## config.mk

```make
export PLATFORM = sky130hd
export DESIGN_NAME = utf8_byte_stream_decoder
export DESIGN_NICKNAME = d
export VERILOG_FILES = /design/src/design/u8dec_pkg.sv /design/src/design/utf8_byte_stream_decoder.sv
export SDC_FILE = /design/constraint.sdc
export NUM_CORES = 1
export LEC_CHECK = 0
export BUFFER_PORTS_ARGS = -buffer_cell sky130_fd_sc_hd__buf_2
export CORE_MARGIN = 2
export CORE_UTILIZATION = 55
export DETAILED_ROUTE_END_ITERATION = 8
export PLACE_DENSITY = 0.87
export SLEW_MARGIN = 20
export SYNTH_ARGS = -nofsm -noshare
export SYNTH_HDL_FRONTEND = slang
export SYNTH_SLANG_ARGS = --single-unit
```

## constraint.sdc

```tcl
create_clock -name clk -period 3.3 [get_ports clk]
set_input_delay 0.66 -clock clk [delete_from_list [all_inputs] [get_ports clk]]
set_output_delay 0.66 -clock clk [all_outputs]
set_load 0.02 [all_outputs]
```

## src/design/u8dec_pkg.sv

```systemverilog
// Package for the UTF-8 byte stream decoder: lead-byte masks, code constants
// and field widths. No dependencies.
`default_nettype none

package u8dec_pkg;

  // Field widths
  localparam int unsigned BYTE_W    = 8;
  localparam int unsigned REM_W     = 3;
  localparam int unsigned CP_W      = 21;
  localparam int unsigned LEN_W     = 3;
  localparam int unsigned CONT_W    = 2;
  localparam int unsigned PARTIAL_W = 15;

  // Lead-byte classes: (byte & mask) == match
  localparam logic [BYTE_W-1:0] ASCII_LIMIT = 8'h80;
  localparam logic [BYTE_W-1:0] LEAD2_MASK  = 8'hE0;
  localparam logic [BYTE_W-1:0] LEAD2_MATCH = 8'hC0;
  localparam logic [BYTE_W-1:0] LEAD3_MASK  = 8'hF0;
  localparam logic [BYTE_W-1:0] LEAD3_MATCH = 8'hE0;
  localparam logic [BYTE_W-1:0] LEAD4_MASK  = 8'hF8;
  localparam logic [BYTE_W-1:0] LEAD4_MATCH = 8'hF0;

  // Payload bits carried by each lead
  localparam logic [BYTE_W-1:0] LEAD2_DATA  = 8'h1F;
  localparam logic [BYTE_W-1:0] LEAD3_DATA  = 8'h0F;
  localparam logic [BYTE_W-1:0] LEAD4_DATA  = 8'h07;

  localparam logic [CP_W-1:0] CP_REPLACEMENT = 21'h00FFFD;

  // Sequence lengths
  localparam logic [LEN_W-1:0] LEN1 = 3'd1;
  localparam logic [LEN_W-1:0] LEN2 = 3'd2;
  localparam logic [LEN_W-1:0] LEN3 = 3'd3;
  localparam logic [LEN_W-1:0] LEN4 = 3'd4;

  // Decoded result word
  typedef struct packed {
    logic            was_invalid;
    logic [LEN_W-1:0] sequence_bytes;
    logic [CP_W-1:0]  code_point;
  } u8dec_result_t;

endpackage

`default_nettype wire

```

## src/design/utf8_byte_stream_decoder.sv

```systemverilog
// UTF-8 byte stream decoder, top level: input register, decode logic, result
// register. Depends on u8dec_pkg.
`default_nettype none

// Usage
//   Input channel in_*: one text byte per word, with the count of text bytes
//   left from this one on (saturated at 4; only looked at for a lead byte).
//   Result channel out_*: one word per finished code point. ASCII leads and
//   bad or truncated leads give a word for their own byte; a multi-byte
//   sequence gives one word with its last continuation byte and none before.
//   out_tuser flags a replacement character (U+FFFD).
// Throughput and registers
//   One byte per cycle sustained while results are taken. A byte is registered on
//   acceptance and decoded from the input register; its result word is then
//   registered in the result register. Rate is set by the decode loop on the
//   sequence state (continuation count, partial value, length).
// Reset
//   rst_n low clears both valid bits and the open-sequence state; no partial
//   sequence survives reset.
// Stall
//   While out_tready is low and a result waits, bytes that give no result
//   (mid-sequence continuations, multi-byte leads) still drain; the next
//   result-producing byte holds in the input register, which drops in_tready.

module utf8_byte_stream_decoder
  import u8dec_pkg::*;
(
  input  wire logic        clk,
  input  wire logic        rst_n,
  // input stream
  input  wire logic        in_tvalid,
  output logic             in_tready,
  input  wire logic [15:0] in_tdata,   // [7:0] text_byte, [10:8] bytes_remaining, rest 0
  // result stream
  output logic             out_tvalid,
  input  wire logic        out_tready,
  output logic [23:0]      out_tdata,  // [20:0] code_point, [23:21] sequence_bytes
  output logic             out_tuser   // [0] was_invalid
);

  // Input register
  logic              s1_vld_r;
  logic [BYTE_W-1:0] s1_byte_r;
  logic [REM_W-1:0]  s1_rem_r;

  // Open-sequence state
  logic [CONT_W-1:0]    cont_left_r, cont_left_nxt;
  logic [PARTIAL_W-1:0] partial_r,   partial_nxt;
  logic [LEN_W-1:0]     seq_len_r,   seq_len_nxt;

  // Result register
  logic          out_vld_r;
  u8dec_result_t res_r, res_nxt;

  logic          emit;
  logic          s1_go;
  logic          s1_fire;
  logic          in_fire;
  logic [CP_W-1:0] cont_value;

  // Current partial value shifted up with the six payload bits of this byte
  assign cont_value = {partial_r, s1_byte_r[5:0]};

  always_comb begin
    emit          = 1'b0;
    res_nxt       = '0;
    cont_left_nxt = cont_left_r;
    partial_nxt   = partial_r;
    seq_len_nxt   = seq_len_r;
    if (cont_left_r != '0) begin
      // continuation: top bits not checked
      cont_left_nxt = cont_left_r - 2'd1;
      if (cont_left_r == 2'd1) begin
        emit                   = 1'b1;
        res_nxt.code_point     = cont_value;
        res_nxt.sequence_bytes = seq_len_r;
        partial_nxt            = '0;
        seq_len_nxt            = '0;
      end else begin
        partial_nxt = cont_value[PARTIAL_W-1:0];
      end
    end else begin
      // lead byte; a count of 0 fails every >= test just like 1
      priority if (s1_byte_r < ASCII_LIMIT) begin
        emit                   = 1'b1;
        res_nxt.code_point     = {{(CP_W-BYTE_W){1'b0}}, s1_byte_r};
        res_nxt.sequence_bytes = LEN1;
      end else if ((s1_byte_r & LEAD2_MASK) == LEAD2_MATCH && s1_rem_r >= LEN2) begin
        partial_nxt   = {{(PARTIAL_W-BYTE_W){1'b0}}, s1_byte_r & LEAD2_DATA};
        cont_left_nxt = 2'd1;
        seq_len_nxt   = LEN2;
      end else if ((s1_byte_r & LEAD3_MASK) == LEAD3_MATCH && s1_rem_r >= LEN3) begin
        partial_nxt   = {{(PARTIAL_W-BYTE_W){1'b0}}, s1_byte_r & LEAD3_DATA};
        cont_left_nxt = 2'd2;
        seq_len_nxt   = LEN3;
      end else if ((s1_byte_r & LEAD4_MASK) == LEAD4_MATCH && s1_rem_r >= LEN4) begin
        partial_nxt   = {{(PARTIAL_W-BYTE_W){1'b0}}, s1_byte_r & LEAD4_DATA};
        cont_left_nxt = 2'd3;
        seq_len_nxt   = LEN4;
      end else begin
        emit                   = 1'b1;
        res_nxt.code_point     = CP_REPLACEMENT;
        res_nxt.sequence_bytes = LEN1;
        res_nxt.was_invalid    = 1'b1;
      end
    end
  end

  // Stage 1 moves on unless it has a result and the result register is stuck
  assign s1_go     = !emit || !out_vld_r || out_tready;
  assign s1_fire   = s1_vld_r && s1_go;
  assign in_tready = !s1_vld_r || s1_go;
  assign in_fire   = in_tvalid && in_tready;

  always_ff @(posedge clk) begin
    if (!rst_n) begin
      s1_vld_r    <= 1'b0;
      out_vld_r   <= 1'b0;
      cont_left_r <= '0;
      partial_r   <= '0;
      seq_len_r   <= '0;
    end else begin
      if (in_fire) begin
        s1_vld_r <= 1'b1;
      end else if (s1_fire) begin
        s1_vld_r <= 1'b0;
      end
      if (s1_fire) begin
        cont_left_r <= cont_left_nxt;
        partial_r   <= partial_nxt;
        seq_len_r   <= seq_len_nxt;
      end
      if (s1_fire && emit) begin
        out_vld_r <= 1'b1;
      end else if (out_tready) begin
        out_vld_r <= 1'b0;
      end
    end
  end

  // Payload registers
  always_ff @(posedge clk) begin
    if (in_fire) begin
      s1_byte_r <= in_tdata[7:0];
      s1_rem_r  <= in_tdata[10:8];
    end
    if (s1_fire && emit) begin
      res_r <= res_nxt;
    end
  end

  assign out_tvalid = out_vld_r;
  assign out_tdata  = {res_r.sequence_bytes, res_r.code_point};
  assign out_tuser  = res_r.was_invalid;

  // Assertions

  // An open sequence always has fewer continuations pending than its length
  a_open_len: assert property (@(posedge clk) disable iff (!rst_n)
    cont_left_r != '0 |-> seq_len_r > {1'b0, cont_left_r})
    else $error("sequence length inconsistent with pending continuations");

  // No open sequence leaves stale partial bits or length behind
  a_idle_clean: assert property (@(posedge clk) disable iff (!rst_n)
    cont_left_r == '0 |-> partial_r == '0 && seq_len_r == '0)
    else $error("sequence state not cleared when idle");

  // A replacement result is always a single byte of U+FFFD
  a_repl: assert property (@(posedge clk) disable iff (!rst_n)
    out_vld_r && res_r.was_invalid |->
      res_r.code_point == CP_REPLACEMENT && res_r.sequence_bytes == LEN1)
    else $error("malformed replacement result");

  // The last continuation produces a result carrying the open length
  a_last_cont: assert property (@(posedge clk) disable iff (!rst_n)
    s1_fire && cont_left_r == 2'd1 |=>
      out_vld_r && res_r.sequence_bytes == $past(seq_len_r) && !res_r.was_invalid)
    else $error("completed sequence lost or mislabeled");

endmodule

`default_nettype wire

```

# After elaboration in Yosys (flattened, before gate mapping)
# Index checks and enable logic that the tools add are counted.
dict set report word_totals {
  ff_bits 58
  elab_cells 73
}
dict set report op_classes {
  n_eq_ne 6
  mux 33
  n_lt_le_gt_ge 4
  add_sub_neg 1
  n_reduce_logical 19
}
# operator n
set ops {}
lappend ops {{24-bit two-way mux} 5}
lappend ops {{15-bit two-way mux} 6}
lappend ops {{25-bit two-way mux} 1}
lappend ops {{3-bit two-way mux} 6}
lappend ops {{1-bit two-way mux} 10}
lappend ops {{2-bit two-way mux} 5}
lappend ops {{8-bit < comparator (second input constant)} 1}
lappend ops {{3-bit by 2-bit >= comparator with 1-bit output (second input constant)} 2}
lappend ops {{1-bit logical AND} 6}
lappend ops {{2-bit nonzero test} 3}
lappend ops {{5-bit equality test (second input constant)} 1}
lappend ops {{4-bit equality test (second input constant)} 1}
lappend ops {{4-bit AND reduction} 1}
lappend ops {{4-bit nonzero test} 1}
lappend ops {{4-bit OR reduction} 1}
lappend ops {{3-bit equality test (second input constant)} 1}
lappend ops {{3-bit >= comparator (second input constant)} 1}
lappend ops {{1-bit zero test} 3}
lappend ops {{1-bit logical OR} 3}
lappend ops {{3-bit AND reduction} 1}
lappend ops {{2-bit by 1-bit equality test with 1-bit output (second input constant)} 1}
lappend ops {{2-bit by 1-bit != test with 1-bit output (second input constant)} 1}
lappend ops {{2-bit != test (second input constant)} 1}
lappend ops {{2-bit by 1-bit subtractor with 2-bit output (second input constant)} 1}

# Logic depth before layout (Yosys ltp)
dict set report logic_depth {
  word_depth 13
  depth_mapped 7
  mapped_depth_nobuf 4
}

# Worst setup path after synthesis
# OpenSTA, ideal clock, no wires.
dict set report synth_timing {
  path_kind {flip-flop to flip-flop}
  from {register s1_rem_r[2]}
  to {register res_r, in the netlist out_tdata[0], enable pin}
  synth_period_minus_slack_ps 2198
  setup_slack_ps 1102
  t_required_ps 2916
  stages_incl_launch_ff 5
  arrival_ps 1814
  setup_time_ps 384
  cell_sequence {edfxtp_1 o211ai_1 o32ai_1 o22ai_1 and3_1}
}
dict set report synth_via {
  elab_chain_cells 12
  word_cells_on_any_way 16
  cone_classes {order compare: 3; mux: 5; reduce/logical: 8}
}
# item line
set synth_lines {}
lappend synth_lines {{start, declared} utf8_byte_stream_decoder.sv:44} ;# logic [REM_W-1:0] s1_rem_r;
lappend synth_lines {{start signal, assigned} utf8_byte_stream_decoder.sv:145} ;# s1_rem_r <= in_tdata[10:8];
lappend synth_lines {{3-bit >= comparator} utf8_byte_stream_decoder.sv:96} ;# end else if ((s1_byte_r & LEAD4_MASK) == LEAD4_MATCH && s1_rem_r >= LEN4) begin
lappend synth_lines {{1-bit logical AND} utf8_byte_stream_decoder.sv:96}
lappend synth_lines {{1-bit two-way mux} utf8_byte_stream_decoder.sv:96}
lappend synth_lines {{1-bit two-way mux} utf8_byte_stream_decoder.sv:92} ;# end else if ((s1_byte_r & LEAD3_MASK) == LEAD3_MATCH && s1_rem_r >= LEN3) begin
lappend synth_lines {{1-bit two-way mux *} utf8_byte_stream_decoder.sv:88} ;# end else if ((s1_byte_r & LEAD2_MASK) == LEAD2_MATCH && s1_rem_r >= LEN2) begin
lappend synth_lines {{1-bit two-way mux *} utf8_byte_stream_decoder.sv:84} ;# priority if (s1_byte_r < ASCII_LIMIT) begin
lappend synth_lines {{1-bit two-way mux *} utf8_byte_stream_decoder.sv:70} ;# if (cont_left_r != '0) begin
lappend synth_lines {{1-bit zero test} utf8_byte_stream_decoder.sv:110} ;# assign s1_go = !emit || !out_vld_r || out_tready;
lappend synth_lines {{1-bit logical OR (2 in series)} utf8_byte_stream_decoder.sv:110}
lappend synth_lines {{1-bit logical AND} utf8_byte_stream_decoder.sv:111} ;# assign s1_fire = s1_vld_r && s1_go;
lappend synth_lines {{1-bit logical AND *} utf8_byte_stream_decoder.sv:147} ;# if (s1_fire && emit) begin
lappend synth_lines {{end signal, assigned} utf8_byte_stream_decoder.sv:148} ;# res_r <= res_nxt;
lappend synth_lines {{end, declared} utf8_byte_stream_decoder.sv:53} ;# u8dec_result_t res_r, res_nxt;
# Every way passes the cells marked *; elsewhere a longest branch is shown, timed or not.
# A chain may end at the register's enable or synchronous reset.

# Worst setup path in the final report
dict set report layout_timing {
  from {register s1_rem_r[2]}
  to {output in_tready}
}
dict set report layout_via {
  elab_chain_cells 11
  word_cells_on_any_way 15
  cone_classes {order compare: 3; mux: 5; reduce/logical: 7}
}
# item line
set layout_lines {}
lappend layout_lines {{3-bit >= comparator} utf8_byte_stream_decoder.sv:96}
lappend layout_lines {{1-bit logical AND} utf8_byte_stream_decoder.sv:96}
lappend layout_lines {{1-bit two-way mux} utf8_byte_stream_decoder.sv:96}
lappend layout_lines {{1-bit two-way mux} utf8_byte_stream_decoder.sv:92}
lappend layout_lines {{1-bit two-way mux *} utf8_byte_stream_decoder.sv:88}
lappend layout_lines {{1-bit two-way mux *} utf8_byte_stream_decoder.sv:84}
lappend layout_lines {{1-bit two-way mux *} utf8_byte_stream_decoder.sv:70}
lappend layout_lines {{1-bit zero test *} utf8_byte_stream_decoder.sv:110}
lappend layout_lines {{1-bit logical OR * (2 in series)} utf8_byte_stream_decoder.sv:110}
lappend layout_lines {{1-bit logical OR *} utf8_byte_stream_decoder.sv:112} ;# assign in_tready = !s1_vld_r || s1_go;
lappend layout_lines {{end, declared} utf8_byte_stream_decoder.sv:32} ;# output logic in_tready,
# Marked as above.

==> flow_summary.json <==
{
  "cp.required_ns": 2.64,
  "gp_congestion": 0.921,
  "slowest_delay_ns": 0.43,
  "worstMarginPinSlew_ns": 0.801,
  "slew_headroom_pct": 46.6,
  "ys_types": 37,
  "cts_hold_buf": 0,
  "endpoint_kind": "output pin",
  "clock_latency_ns": 0.34,
  "period_needed_ns": 2.64,
  "critPathMaxFanout": 5,
  "rows": 24,
  "dpl.hpwl_mm": 2.70,
  "grt_setup_unrepaired": "false",
  "timing.fmax_mhz": 379,
  "async_reset_ff_share_pct": 0,
  "port_buffers": 41,
  "postSynthAreaPerCell_sq_um": 12.4,
  "postCtsSetupBuffers": 0,
  "multi_input_area_sq_um": 792,
  "syn_nets": 214,
  "setup_viol": 0,
  "yosys_register_bits": 58,
  "period_share_pct": 80.0,
  "drtIter0Drc": 138,
  "final_util_pct": 65.2,
  "skew_ns": 0.00937,
  "crit_arrival_ns": 1.98,
  "synth_cells": 194,
  "root_buffer": "clkbuf_8",
  "cts-buffers-inserted": 9,
  "die_h_um": 70.3,
  "slew_violations": 0,
  "layout-drive-gt1-share_pct": 25.0,
  "cpMaxStageDelayCell": "o211ai_1",
  "ir_drop_uv": 478,
  "overflow": 0,
  "cts_sinks": 58,
  "status": "complete, no violations",
  "synth_area_sq_um": 2410,
  "path_clk_slew_ns": 0.06,
  "leakagePower_uw": 0.00120,
  "num_antenna_cells": 0,
  "vias_per_cell": 5.45,
  "hp-class": "reg -> reg",
  "dieArea_sq_um": 4940,
  "nNetsFinal": 255,
  "cts_tree": "done",
  "initial_core_util_pct": 56.2,
  "wl_per_cell_um": 13.8,
  "yosysWarningCount": 0,
  "crit_path_start_kind": "flip-flop",
  "die_w_um": 70.3,
  "p_per_area_nw_per_um2": 563,
  "grt_max_degree": 40,
  "finalHoldViolations": 0,
  "ctsResizeCount": 0,
  "antenna_left": 0,
  "grt_pass1_vias": 1507,
  "crit_chain": "o211ai_1 -> o32ai_1 -> o22ai_1 -> nand3_1 -> buf_2",
  "layout.area.seq_sq_um": 1520,
  "routed_wl_mm": 4.04,
  "final.setup.tns_ns": 0,
  "route.detailed.drc": 0,
  "num_vias": 1590,
  "area_delta_synth_final_pct": 16.0,
  "ys.flop_type": "edfxtp_1",
  "cap_violations": 0,
  "nFillCells": 345,
  "synth_seq_area_share_pct": 63.0,
  "grt_pass1_wl_mm": 6.90,
  "io_pins": 47,
  "cts_max_level": 3,
  "synth_edf_count": 36,
  "drt-pass1-iter-count": 5,
  "grt_use_total_pct": 18.3,
  "fp.coreArea_sq_um": 4290,
  "antenna_found_initial": 0,
  "path_class": "reg -> out",
  "clock_path_buffers": 2
}
[where the power goes]
group	switching [uW]	internal, uW
clock	266	338
sequential	19.8	810
combinational	90.0	53.2
[synthesized netlist by cell type (all sizes together) (3+ instances only)]
library cell | instances | area [sq um]
a21o | 16 | 120
and2 | 8 | 50.1
buf | 6 | 60.1
clkbuf | 8 | 30.0
dfxtp | 22 | 440
edfxtp | 36 | 1080
inv | 3 | 11.3
mux2i | 18 | 180
nand2 | 24 | 90.1
nand3 | 18 | 103
nor2b | 3 | 18.8
o21ai | 3 | 15.0
o31ai | 3 | 22.5
[logic make-up (layout without fill, tap and decap cells)]
kind of cell,count (synthesis),in the layout,share of synthesized area [%]
AND/OR/NAND/NOR,64,64,13.5
flip-flops,58,58,63.0
AO/OA/AOI/OAI,37,37,11.8
multiplexers,18,18,7.46
buffers and inverters,17,63,4.20
[path summary, 6_finish.rpt]
path / start / endpoint / depth (start not counted) / slack, ns
max: s1_rem_r[2] / in_tready / 5 / 0.66
min: seq_len_r[2] / seq_len_r[2] / 2 / 0.46
max reg2reg: s1_rem_r[2] / out_tdata[13] / 5 / 0.85
min reg2reg: seq_len_r[2] / seq_len_r[2] / 2 / 0.46
[through the flow]
step                      worst slack, ns  power (uW)  cells  area, sq um  hold WS, ns
after detailed placement            0.923         988    276         2620        0.450
after CTS                           0.701        1590    292         2800        0.459
after global routing                0.529        1640    292         2800        0.480
after floorplan                      1.10         949    194         2410        0.433
final                               0.661        1580    292         2800        0.457
after global placement              0.971         983    276         2620        0.440
[area by class of cell]
type                    count  share of cell area, %
flip-flops and latches     58                   54.3
multi-input cells         119                   28.3
repair buffers             44                   8.13
clock buffers               9                   4.42
well taps                  52                   2.32
clock inverters             7                   2.14
inverters                   3                  0.402
[metal layers]
metal  wire length, um  GRT usage, %
met1              1760          23.0
met4                61          7.91
met2              1950          27.3
met3               269          8.08
met5                 0             0
[cells in the final DEF (no fill, tap or decap), drive strengths merged, types with 2 or more instances in the layout]
cell type / instances
a21o: 16
a21oi: 2
and2: 8
and3: 2
buf: 44
clkbuf: 9
clkinv: 5
dfxtp: 22
edfxtp: 36
inv: 3
mux2i: 18
nand2: 24
nand2b: 2
nand3: 18
nor2: 2
nor2b: 3
o211ai: 2
o21ai: 3
o22ai: 2
o31ai: 3
o32ai: 2
[state kept, by name, indices dropped and copies added, names as in the netlist]
name and count:
s1_vld_r 1, out_tvalid 1, seq_len_r 3, cont_left_r 2
out_tdata 24, partial_r 15, s1_rem_r 3, out_tuser 1
s1_byte_r 8
[worst max-delay path, delay by kind of cell, from the launching register on]
family          cells  cell delay (ns)
compound gates      3             0.96
buf+inv             1             0.17
flops               1             0.41
simple gates        1             0.11
No activity file was read; power rests on OpenSTA's default activity.
